--- config.mk ---
export PLATFORM = sky130hd
export DESIGN_NAME = rgb_to_hsv_converter_top
export DESIGN_NICKNAME = d
export VERILOG_FILES = /design/src/design/rth_pkg.sv /design/src/design/rth_front.sv /design/src/design/rth_fifo.sv /design/src/design/rth_back.sv /design/src/design/rgb_to_hsv_converter_top.sv
export SDC_FILE = /design/constraint.sdc
export NUM_CORES = 2
export LEC_CHECK = 0
export ABC_AREA = 1
export BUFFER_PORTS_ARGS = -buffer_cell sky130_fd_sc_hd__buf_4
export CAP_MARGIN = 20
export CORE_MARGIN = 2
export CORE_UTILIZATION = 35
export DETAILED_ROUTE_END_ITERATION = 7
export PLACE_DENSITY_LB_ADDON = 0.1
export REMOVE_ABC_BUFFERS = 1
export SYNTH_ARGS = -nofsm -noshare
export SYNTH_HDL_FRONTEND = slang
export SYNTH_SLANG_ARGS = --single-unit
--- constraint.sdc ---
create_clock -name clk -period 4.69 [get_ports clk]
set_clock_uncertainty 0.05 [all_clocks]
set_input_delay 0.469 -clock clk [delete_from_list [all_inputs] [get_ports clk]]
set_output_delay 0.469 -clock clk [all_outputs]
set_load 0.01 [all_outputs]
--- src/design/rth_pkg.sv ---
package rth_pkg;

    localparam int HUE_FRAC_BITS = 6;

    localparam int BYTE_W = 8;
    localparam int HUE_W  = 15;
    localparam int SAT_W  = 16;

    // divisors are 2*max or 2*delta, both below 2^9
    localparam int DIV_W  = BYTE_W + 1;

    // saturation: (delta*2^16 + max) / (2*max), quotient at most 2^15
    localparam int SAT_QB = 16;

    // hue: (num*2^(F+1) + delta) / (2*delta), num below 360*delta
    localparam int NUM_W      = 17;
    localparam int HUE_QB     = 9 + HUE_FRAC_BITS;
    localparam int HUE_DVD_W  = NUM_W + HUE_FRAC_BITS + 1;
    localparam int HUE_FULL   = 360 << HUE_FRAC_BITS;

    localparam int PIPE_DEPTH = (SAT_QB > HUE_QB) ? SAT_QB : HUE_QB;

    // cycles from the accepting edge to the edge that samples the result strobe
    localparam int LATENCY    = PIPE_DEPTH + 3;

    localparam int FIFO_DEPTH = 4;
    localparam int FIFO_AW    = $clog2(FIFO_DEPTH);
    localparam int FIFO_CW    = FIFO_AW + 1;

    typedef struct packed {
        logic [BYTE_W-1:0] red_in;
        logic [BYTE_W-1:0] green_in;
        logic [BYTE_W-1:0] blue_in;
        logic [BYTE_W-1:0] alpha_in;
    } pixel_t;

    typedef struct packed {
        logic [HUE_W-1:0]  hue_out;
        logic [SAT_W-1:0]  saturation_out;
        logic [BYTE_W-1:0] value_out;
        logic [BYTE_W-1:0] alpha_out;
    } hsv_t;

    // one classified item: two restoring divisions in flight plus passthrough bytes
    typedef struct packed {
        logic [DIV_W-1:0]  sat_rem;
        logic [SAT_QB-1:0] sat_quo;
        logic [DIV_W-1:0]  sat_div;
        logic [DIV_W-1:0]  hue_rem;
        logic [HUE_QB-1:0] hue_quo;
        logic [DIV_W-1:0]  hue_div;
        logic [BYTE_W-1:0] value;
        logic [BYTE_W-1:0] alpha;
    } work_t;

    typedef struct packed {
        logic empty;
        logic full;
    } fifo_status_t;

endpackage

--- src/design/rth_front.sv ---
module rth_front (
    input  logic            start,
    input  rth_pkg::pixel_t pixel,
    input  logic            full,
    output logic            push,
    output rth_pkg::work_t  work
);

    localparam int SW = rth_pkg::NUM_W + 2;

    logic [rth_pkg::BYTE_W-1:0]    r;
    logic [rth_pkg::BYTE_W-1:0]    g;
    logic [rth_pkg::BYTE_W-1:0]    b;
    logic [rth_pkg::BYTE_W-1:0]    mx;
    logic [rth_pkg::BYTE_W-1:0]    mn;
    logic [rth_pkg::BYTE_W-1:0]    delta;
    logic signed [rth_pkg::BYTE_W:0] diff;
    logic signed [SW-1:0]          num_s;
    logic [rth_pkg::NUM_W-1:0]     num;
    logic [rth_pkg::HUE_DVD_W-1:0] hue_dvd;

    assign push = start && !full;

    always_comb
    begin
        r = pixel.red_in;
        g = pixel.green_in;
        b = pixel.blue_in;

        mx = (r > g) ? r : g;
        mx = (mx > b) ? mx : b;
        mn = (r < g) ? r : g;
        mn = (mn < b) ? mn : b;
        delta = mx - mn;

        // sector select, red wins ties, then green
        if (r >= g && r >= b)
        begin
            diff  = $signed({1'b0, g}) - $signed({1'b0, b});
            num_s = SW'(diff) * SW'(60);
            if (g < b)
            begin
                num_s = num_s + SW'(delta) * SW'(360);
            end
        end
        else if (g >= b)
        begin
            diff  = $signed({1'b0, b}) - $signed({1'b0, r});
            num_s = SW'(delta) * SW'(120) + SW'(diff) * SW'(60);
        end
        else
        begin
            diff  = $signed({1'b0, r}) - $signed({1'b0, g});
            num_s = SW'(delta) * SW'(240) + SW'(diff) * SW'(60);
        end
        num = rth_pkg::NUM_W'(num_s);

        hue_dvd = (rth_pkg::HUE_DVD_W'(num) << (rth_pkg::HUE_FRAC_BITS + 1))
                + rth_pkg::HUE_DVD_W'(delta);

        // saturation dividend delta*2^16 + max: top part is delta, low part is max
        work.sat_rem = rth_pkg::DIV_W'(delta);
        work.sat_quo = rth_pkg::SAT_QB'(mx);
        work.sat_div = (mx == '0) ? rth_pkg::DIV_W'(1) : {mx, 1'b0};

        // grey or black: zero dividend over one gives zero hue
        if (delta == '0)
        begin
            work.hue_rem = '0;
            work.hue_quo = '0;
            work.hue_div = rth_pkg::DIV_W'(1);
        end
        else
        begin
            work.hue_rem = hue_dvd[rth_pkg::HUE_DVD_W-1:rth_pkg::HUE_QB];
            work.hue_quo = hue_dvd[rth_pkg::HUE_QB-1:0];
            work.hue_div = {delta, 1'b0};
        end

        work.value = mx;
        work.alpha = pixel.alpha_in;
    end

endmodule

--- src/design/rth_fifo.sv ---
module rth_fifo (
    input  logic                  clk,
    input  logic                  rst_n,
    input  logic                  push,
    input  rth_pkg::work_t        wdata,
    input  logic                  pop,
    output rth_pkg::work_t        rdata,
    output rth_pkg::fifo_status_t status
);

    rth_pkg::work_t               mem_reg [rth_pkg::FIFO_DEPTH];
    logic [rth_pkg::FIFO_AW-1:0]  wr_ptr_reg;
    logic [rth_pkg::FIFO_AW-1:0]  rd_ptr_reg;
    logic [rth_pkg::FIFO_CW-1:0]  count_reg;
    logic [rth_pkg::FIFO_CW-1:0]  count_next;
    logic                         do_push;
    logic                         do_pop;

    assign status.empty = (count_reg == '0);
    assign status.full  = (count_reg == rth_pkg::FIFO_CW'(rth_pkg::FIFO_DEPTH));
    assign do_push      = push && !status.full;
    assign do_pop       = pop && !status.empty;
    assign rdata        = mem_reg[rd_ptr_reg];

    always_comb
    begin
        count_next = count_reg;
        if (do_push && !do_pop)
        begin
            count_next = count_reg + 1'b1;
        end
        else if (do_pop && !do_push)
        begin
            count_next = count_reg - 1'b1;
        end
    end

    always_ff @(posedge clk or negedge rst_n)
    begin
        if (!rst_n)
        begin
            wr_ptr_reg <= '0;
            rd_ptr_reg <= '0;
            count_reg  <= '0;
        end
        else
        begin
            if (do_push)
            begin
                wr_ptr_reg <= wr_ptr_reg + 1'b1;
            end
            if (do_pop)
            begin
                rd_ptr_reg <= rd_ptr_reg + 1'b1;
            end
            count_reg <= count_next;
        end
    end

    always_ff @(posedge clk)
    begin
        if (do_push)
        begin
            mem_reg[wr_ptr_reg] <= wdata;
        end
    end

endmodule

--- src/design/rth_back.sv ---
module rth_back (
    input  logic           clk,
    input  logic           rst_n,
    input  logic           item_valid,
    input  rth_pkg::work_t item,
    output logic           done,
    output rth_pkg::hsv_t  hsv
);

    localparam int D = rth_pkg::PIPE_DEPTH;
    localparam int W = rth_pkg::DIV_W;

    logic           valid_reg [D+1];
    rth_pkg::work_t stage_reg [D+1];
    logic           done_reg;
    rth_pkg::hsv_t  hsv_reg;
    rth_pkg::hsv_t  hsv_next;

    always_ff @(posedge clk or negedge rst_n)
    begin
        if (!rst_n)
        begin
            valid_reg[0] <= 1'b0;
        end
        else
        begin
            valid_reg[0] <= item_valid;
        end
    end

    always_ff @(posedge clk)
    begin
        stage_reg[0] <= item;
    end

    // one quotient bit of each division per stage, while that division still has quotient bits left
    for (genvar k = 0; k < D; k++)
    begin : g_stage
        rth_pkg::work_t cur;
        rth_pkg::work_t nxt;
        logic [W:0]     s_sh;
        logic [W+1:0]   s_trial;
        logic [W:0]     h_sh;
        logic [W+1:0]   h_trial;

        assign cur = stage_reg[k];

        always_comb
        begin
            nxt     = cur;
            s_sh    = {cur.sat_rem, cur.sat_quo[rth_pkg::SAT_QB-1]};
            s_trial = {1'b0, s_sh} - {2'b00, cur.sat_div};
            h_sh    = {cur.hue_rem, cur.hue_quo[rth_pkg::HUE_QB-1]};
            h_trial = {1'b0, h_sh} - {2'b00, cur.hue_div};
            if (k < rth_pkg::SAT_QB)
            begin
                nxt.sat_rem = s_trial[W+1] ? s_sh[W-1:0] : s_trial[W-1:0];
                nxt.sat_quo = {cur.sat_quo[rth_pkg::SAT_QB-2:0], !s_trial[W+1]};
            end
            if (k < rth_pkg::HUE_QB)
            begin
                nxt.hue_rem = h_trial[W+1] ? h_sh[W-1:0] : h_trial[W-1:0];
                nxt.hue_quo = {cur.hue_quo[rth_pkg::HUE_QB-2:0], !h_trial[W+1]};
            end
        end

        always_ff @(posedge clk or negedge rst_n)
        begin
            if (!rst_n)
            begin
                valid_reg[k+1] <= 1'b0;
            end
            else
            begin
                valid_reg[k+1] <= valid_reg[k];
            end
        end

        always_ff @(posedge clk)
        begin
            stage_reg[k+1] <= nxt;
        end
    end

    always_comb
    begin
        hsv_next.hue_out = rth_pkg::HUE_W'(stage_reg[D].hue_quo);
        // a hue that rounds up to a full turn wraps to zero
        if (stage_reg[D].hue_quo >= rth_pkg::HUE_QB'(rth_pkg::HUE_FULL))
        begin
            hsv_next.hue_out = '0;
        end
        hsv_next.saturation_out = rth_pkg::SAT_W'(stage_reg[D].sat_quo);
        hsv_next.value_out      = stage_reg[D].value;
        hsv_next.alpha_out      = stage_reg[D].alpha;
    end

    always_ff @(posedge clk or negedge rst_n)
    begin
        if (!rst_n)
        begin
            done_reg <= 1'b0;
        end
        else
        begin
            done_reg <= valid_reg[D];
        end
    end

    always_ff @(posedge clk)
    begin
        hsv_reg <= hsv_next;
    end

    assign done = done_reg;
    assign hsv  = hsv_reg;

endmodule

--- src/design/rgb_to_hsv_converter_top.sv ---
// RGBA to HSV converter. Raise start with a pixel while busy is low and the pixel is taken
// at that edge; one pixel can be taken every clock. Each item comes back as one hsv result
// on the cycle that done is high, after a 4-entry queue write, an input register, a 16-stage
// divider pipeline that retires one saturation quotient bit per stage and one hue quotient
// bit per stage but the last, and an output register. Results appear for exactly one cycle
// and cannot be held off, so capture them when done is high. Value is the largest color byte,
// alpha passes through, saturation is Q1.15 (32768 is 1.0) and hue is in 1/64 degree, both
// rounded to nearest. Because the pipeline never stalls, busy stays low in normal use.
module rgb_to_hsv_converter_top (
    input  logic            clk,
    input  logic            rst_n,
    input  logic            start,
    output logic            busy,
    input  rth_pkg::pixel_t pixel,
    output logic            done,
    output rth_pkg::hsv_t   hsv
);

    rth_pkg::work_t        front_work;
    rth_pkg::work_t        queue_head;
    rth_pkg::fifo_status_t queue_status;
    logic                  front_push;

    // front: pick the max sector, form the dividends and divisors
    rth_front u_front (
        .start (start),
        .pixel (pixel),
        .full  (queue_status.full),
        .push  (front_push),
        .work  (front_work)
    );

    // short queue between classification and division
    rth_fifo u_fifo (
        .clk    (clk),
        .rst_n  (rst_n),
        .push   (front_push),
        .wdata  (front_work),
        .pop    (!queue_status.empty),
        .rdata  (queue_head),
        .status (queue_status)
    );

    // back: drain the queue every cycle into the divider pipeline
    rth_back u_back (
        .clk        (clk),
        .rst_n      (rst_n),
        .item_valid (!queue_status.empty),
        .item       (queue_head),
        .done       (done),
        .hsv        (hsv)
    );

    assign busy = queue_status.full;

endmodule

=== Yosys cells after proc, flatten, opt, wreduce, memory -nomap -nowiden ===
Memory sizes are Yosys's and may differ from the RTL's.
Index checks and enable logic that the tools add are counted.

* Bits of input ports: 35
* Memories kept: 2
* Bits in registers: 72
* Logic and storage cells: 173
* Output and inout port bits: 49
* RAM bits: 1707

{| class="wikitable"
|+ Memory list
! memory !! depth !! bits a word !! rd ports !! clocked after memory_dff !! write ports !! line !! text
|-
| u_back.stage_reg || 17 || 83 || 17 || 0 || 17 || rth_back.sv:14 || <nowiki>rth_pkg::work_t stage_reg [D+1];</nowiki>
|-
| u_fifo.mem_reg || 4 || 74 || 1 || 0 || 1 || rth_fifo.sv:11 || <nowiki>rth_pkg::work_t mem_reg [rth_pkg::FIFO_DEPTH];</nowiki>
|}

* $add $sub $neg: 43
* $lt $le $gt $ge: 9
* Reduce and logical (&&, ||, !) cells: 43
* Multiply operators: 6
* Equal/unequal tests: 1
* Multiplexer cells: 44

{| class="wikitable"
|+ Operator list
! kind !! count
|-
| subtractor 10 x 9 -> 11 bit || 31
|-
| two-way mux 9 bit || 32
|-
| two-way mux 17 bit || 3
|-
| multiplier 19 x 4 -> 15 bit (second input constant) || 2
|-
| logical NOT 1 bit || 34
|-
| two-way mux 33 bit || 1
|-
| two-way mux 8 bit || 4
|-
| subtractor 8 x 8 -> 9 bit || 3
|-
| adder 24 x 8 -> 24 bit || 1
|-
| greater-or-equal comparator 8 bit || 3
|-
| < comparator 8 bit || 3
|-
| multiplier 8 x 4 -> 12 bit (second input constant) || 2
|-
| adder 15 x 17 -> 17 bit || 1
|-
| adder 16 x 17 -> 17 bit || 1
|-
| adder 17 bit || 1
|-
| greater-than comparator 8 bit || 2
|-
| logical NOT 8 bit || 2
|-
| greater-or-equal comparator 15 bit (second input constant) || 1
|-
| multiplier 8 x 6 -> 14 bit (second input constant) || 1
|-
| multiplier 9 x 5 -> 14 bit (second input constant) || 1
|-
| subtractor 8 bit || 1
|-
| two-way mux 3 bit || 2
|-
| logical AND 1 bit || 5
|-
| adder 2 x 1 -> 2 bit (second input constant) || 2
|-
| other kinds (6) || 7
|}

=== Depth between registers and ports, before layout ===
* Depth in word-level cells: 11
* Depth in mapped cells: 58
* Gate-level depth less buffers: 57

=== Hierarchy ===
A second synthesis with hierarchy kept.

* Cell total of the unflattened synthesis: 7298
* Area total of the unflattened synthesis: 72209.3 µm²

{| class="wikitable"
|+ By module, submodules not included
! module !! area each (µm²) !! cells each !! sequential area each (µm²) !! instances
|-
| rth_back || 49772.7 || 4949 || 28557.4 || 1
|-
| rth_fifo || 13509.2 || 1029 || 10144.7 || 1
|-
| rth_front || 8923.6 || 1319 || 0.0 || 1
|-
| rgb_to_hsv_converter_top || 3.8 || 1 || 0.0 || 1
|}

=== Least setup slack after synthesis ===
Ideal clock, no wire load.

* Path type: input-to-reg
* Start: input port pixel[20] in the netlist's numbering
* End: memory u_fifo.mem_reg[0][48] in the netlist's numbering, data pin
* Setup slack: -4153 ps
* Stages: 50
* Library setup time: 257 ps
* Arrival time: 8536 ps
* Cells stage by stage: inv_1 -> ha_1 -> a21oi_1 -> nand2_1 -> nand2_1 -> nand3_2 -> nand2_4 -> buf_6 -> o21ai_0 -> ha_1 -> nand2_1 -> nor2_1 -> nand2_1 -> a21oi_2 -> clkbuf_1 -> nand2_1 -> o21ai_0 -> inv_1 -> [14 not listed] -> o21ai_0 -> a21oi_1 -> o21ai_0 -> xor2_1 -> inv_1 -> ha_1 -> a21oi_1 -> o21bai_1 -> a21oi_1 -> o21ai_0 -> nand2_1 -> nand2_1 -> nor2_1 -> inv_1 -> nand2_1 -> nand3_1 -> nand2_1 -> inv_1

{| class="wikitable"
|+ RTL lines
! element !! line !! text
|-
| start, declared || rgb_to_hsv_converter_top.sv:14 || <nowiki>input rth_pkg::pixel_t pixel,</nowiki>
|-
| end, declared || rth_fifo.sv:11 ||
|}

==> results.toml <==
[critical_path]
crit_buf_inv = 12
critPathMaxFanout = 8
criticalPathCategory = "in -> reg"
critPathLaunchType = "input port"
critPathTopFamily = "adder cells"
crit_path_top_delay_cell = "fa_2"
cp.arrival_ps = 7770
worst_r2r_path_depth = 13
timing.rr.end = "u_back.stage_reg[0][711]$_DFF_P_"
cpPeakStageDelay_ps = 550
rr_startpoint = "u_back.stage_reg[0][620]$_DFF_P_"
end_kind = "flip-flop"
required_ps = 5150
rrSetupSlack_ps = 1810
startpoint = "pixel[28]"

[logic_synthesis]
synth-edff-count = 228
avgSynthCellArea_sq_um = 10.45
syn_area_sq_um = 53830
synth_top_flop_cell = "dfxtp_1"
synth-async-reset-ratio_pct = 1.759
ys_ff_latch = 1421
seq_area_frac_synth_pct = 57.32
synthCells = 5153
synth_warnings = 0
yosysUniqueCellTypes = 57

[finish]
area_growth_syn_to_layout_pct = 24.86
layout_common_cells = "1,168 x dfxtp_1, 693 x inv_1, 569 x nor2_1"
regArea_sq_um = 30860
fin_area_sq_um = 67210
n_fill_cell = 14477
multi_input_area_sq_um = 21220
nets = 6396
final_common_cell = "dfxtp_1"
largest_reg_flops = 1121
drive_gt1_share_pct = 18.36

[timing]
whs_ps = 77.17
slew_headroom_pct = 32.61
slew_viol_final = 0
setup_viol = 80
max_freq_ghz = 0.1368
max_slew.worst_pin.slew_ps = 1011
period_needed_ps = 7310
period_share_pct = 155.9
fin_tns_setup_ps = -113910
setup_slack_ps = -2620
hold_violations = 0
rsz0062_at_grt = "yes"

[detailed_routing]
vias = 34630
wl_um = 104300
final_antenna_net_count = 0
dr.pass1.iters = 5
routedWlPerCell_um = 13.09
drt_iter0_markers = 1304
drc = 0
vias_per_cell = 4.346

[status]
outcome = "finished with violations"
violations = "negative setup slack"

[clock_network]
htree_levels = 4
cts.reportedPaths.clkPinSlew_ps = 60
cts_inserted_buffers = 149
cts_tree = "done"
max-clock-path-buffers = 3
root_buffer = "clkbuf_16"
cts_num_sinks = 1421
clk_latency_ps = 780

[floorplanning]
rows = 143
fp.dieW_um = 396.2
ioPinCount = 84
die_h_um = 396.2
initial_core_util_pct = 35.35
core_sq_um = 152300
dieArea_sq_um = 157000

[flow_run]
cap_viol_max_count = 0

[global_route]
grt_pass1_vias = 35776
grt_antenna_before_repair = 2
grt_pass1_wl_um = 173500
grt_remaining_overflow = 0
grt_start_max_net_pins = 99
grt_use_total_pct = 13.55

[min_path]
min_path_type = "in -> async"

[place]
portBuffers = 83
hpwl_um = 76370
dpl_cell_area_sq_um = 60110
dp_slack_ps = -4134
gp_congestion = 0.8148
[final cells by class]
| class | instances | share of cell area, % |
|---|---|---|
| Antenna cell | 1 | 0.003723 |
| Multi-Input combinational cell | 2917 | 31.57 |
| Inverter | 733 | 4.137 |
| Clock buffer | 218 | 6.438 |
| Timing Repair Buffer | 593 | 6.961 |
| Clock inverter | 54 | 1.190 |
| Sequential cell | 1421 | 45.91 |
| Timing Repair inverter | 1 | 0.005585 |
| Tap cell | 2030 | 3.779 |
[how the worst max path moves through the flow]
stage,end,slack [ps],cells after the start
finish,u_fifo.mem_reg[0][48]$_DFFE_PP_,-2620,50
global route,u_fifo.mem_reg[0][48]$_DFFE_PP_,-3010,57
CTS,u_fifo.mem_reg[3][47]$_DFFE_PP_,-2550,47
detailed placement,u_fifo.mem_reg[0][47]$_DFFE_PP_,-4130,46
global placement,u_fifo.mem_reg[0][48]$_DFFE_PP_,-3990,48
floorplan,u_fifo.mem_reg[0][48]$_DFFE_PP_,-4360,47
[routing by layer]
metal / share of wire (%) / global-route usage, % / wire, um
met1: 42 / 15.30 / 44320
met5: 0 / 0 / 0
met2: 51 / 25.09 / 53610
met3: 3.2 / 2.499 / 3375
met4: 2.9 / 5.126 / 2989
[Yosys cell counts, types with 52 or more instances]
| cell type | instances | area share, % |
|---|---|---|
| o22ai_1 | 58 | 0.67 |
| a21o_1 | 64 | 0.89 |
| ha_1 | 447 | 10 |
| nand3_1 | 52 | 0.48 |
| nor2_1 | 594 | 4.1 |
| fa_1 | 98 | 3.6 |
| a21oi_1 | 508 | 4.7 |
| nand2_1 | 337 | 2.3 |
| inv_1 | 723 | 5.0 |
| o21ai_0 | 270 | 2.5 |
| dfxtp_1 | 1168 | 43 |
| edfxtp_1 | 228 | 13 |
| o21ai_1 | 54 | 0.50 |
| xnor2_1 | 86 | 1.4 |
| xor2_1 | 190 | 3.1 |
[worst register-to-register path, cell delays in order, from the launching register on]
cell     delay, ps
dfxtp_1        410
inv_1          110
ha_1           220
fa_1           410
o21ai_0        340
a21o_1         170
a21oi_1         90
nor2_1          90
nor2_1          50
nor2_1         120
o21ai_1         90
nand2_1        410
nor2_1          90
a21oi_1        150
[cell families after synthesis]
group | Yosys count | share of synthesized area [%]
fa+ha+maj | 545 | 14.03
xor+xnor | 278 | 4.572
buf+inv | 816 | 5.827
simple gates | 1069 | 7.947
flops | 1421 | 57.32
mux | 1 | 0.01860
compound gates | 1023 | 10.28
[through the flow]
stage	util [%]	cells
2_1_floorplan	-	5070
3_3_place_gp	39.48	7642
3_5_place_dp	39.48	7642
4_1_cts	43.66	7954
5_1_grt	44.14	7967
6_report	44.14	7968
[timing repair]
item | in CTS | in global routing
hold buffers | 9 | 0
buffers inserted | 28 | 15
endpoints found under the hold margin | 57 | 0
gates resized for setup | 206 | 142
pin swaps | 97 | 93
cloned | 3 | 0
setup endpoints to repair | 80 | 80
Power is not shown: default switching activity piles up to over one toggle a cycle in this logic, so the estimate is an artifact.
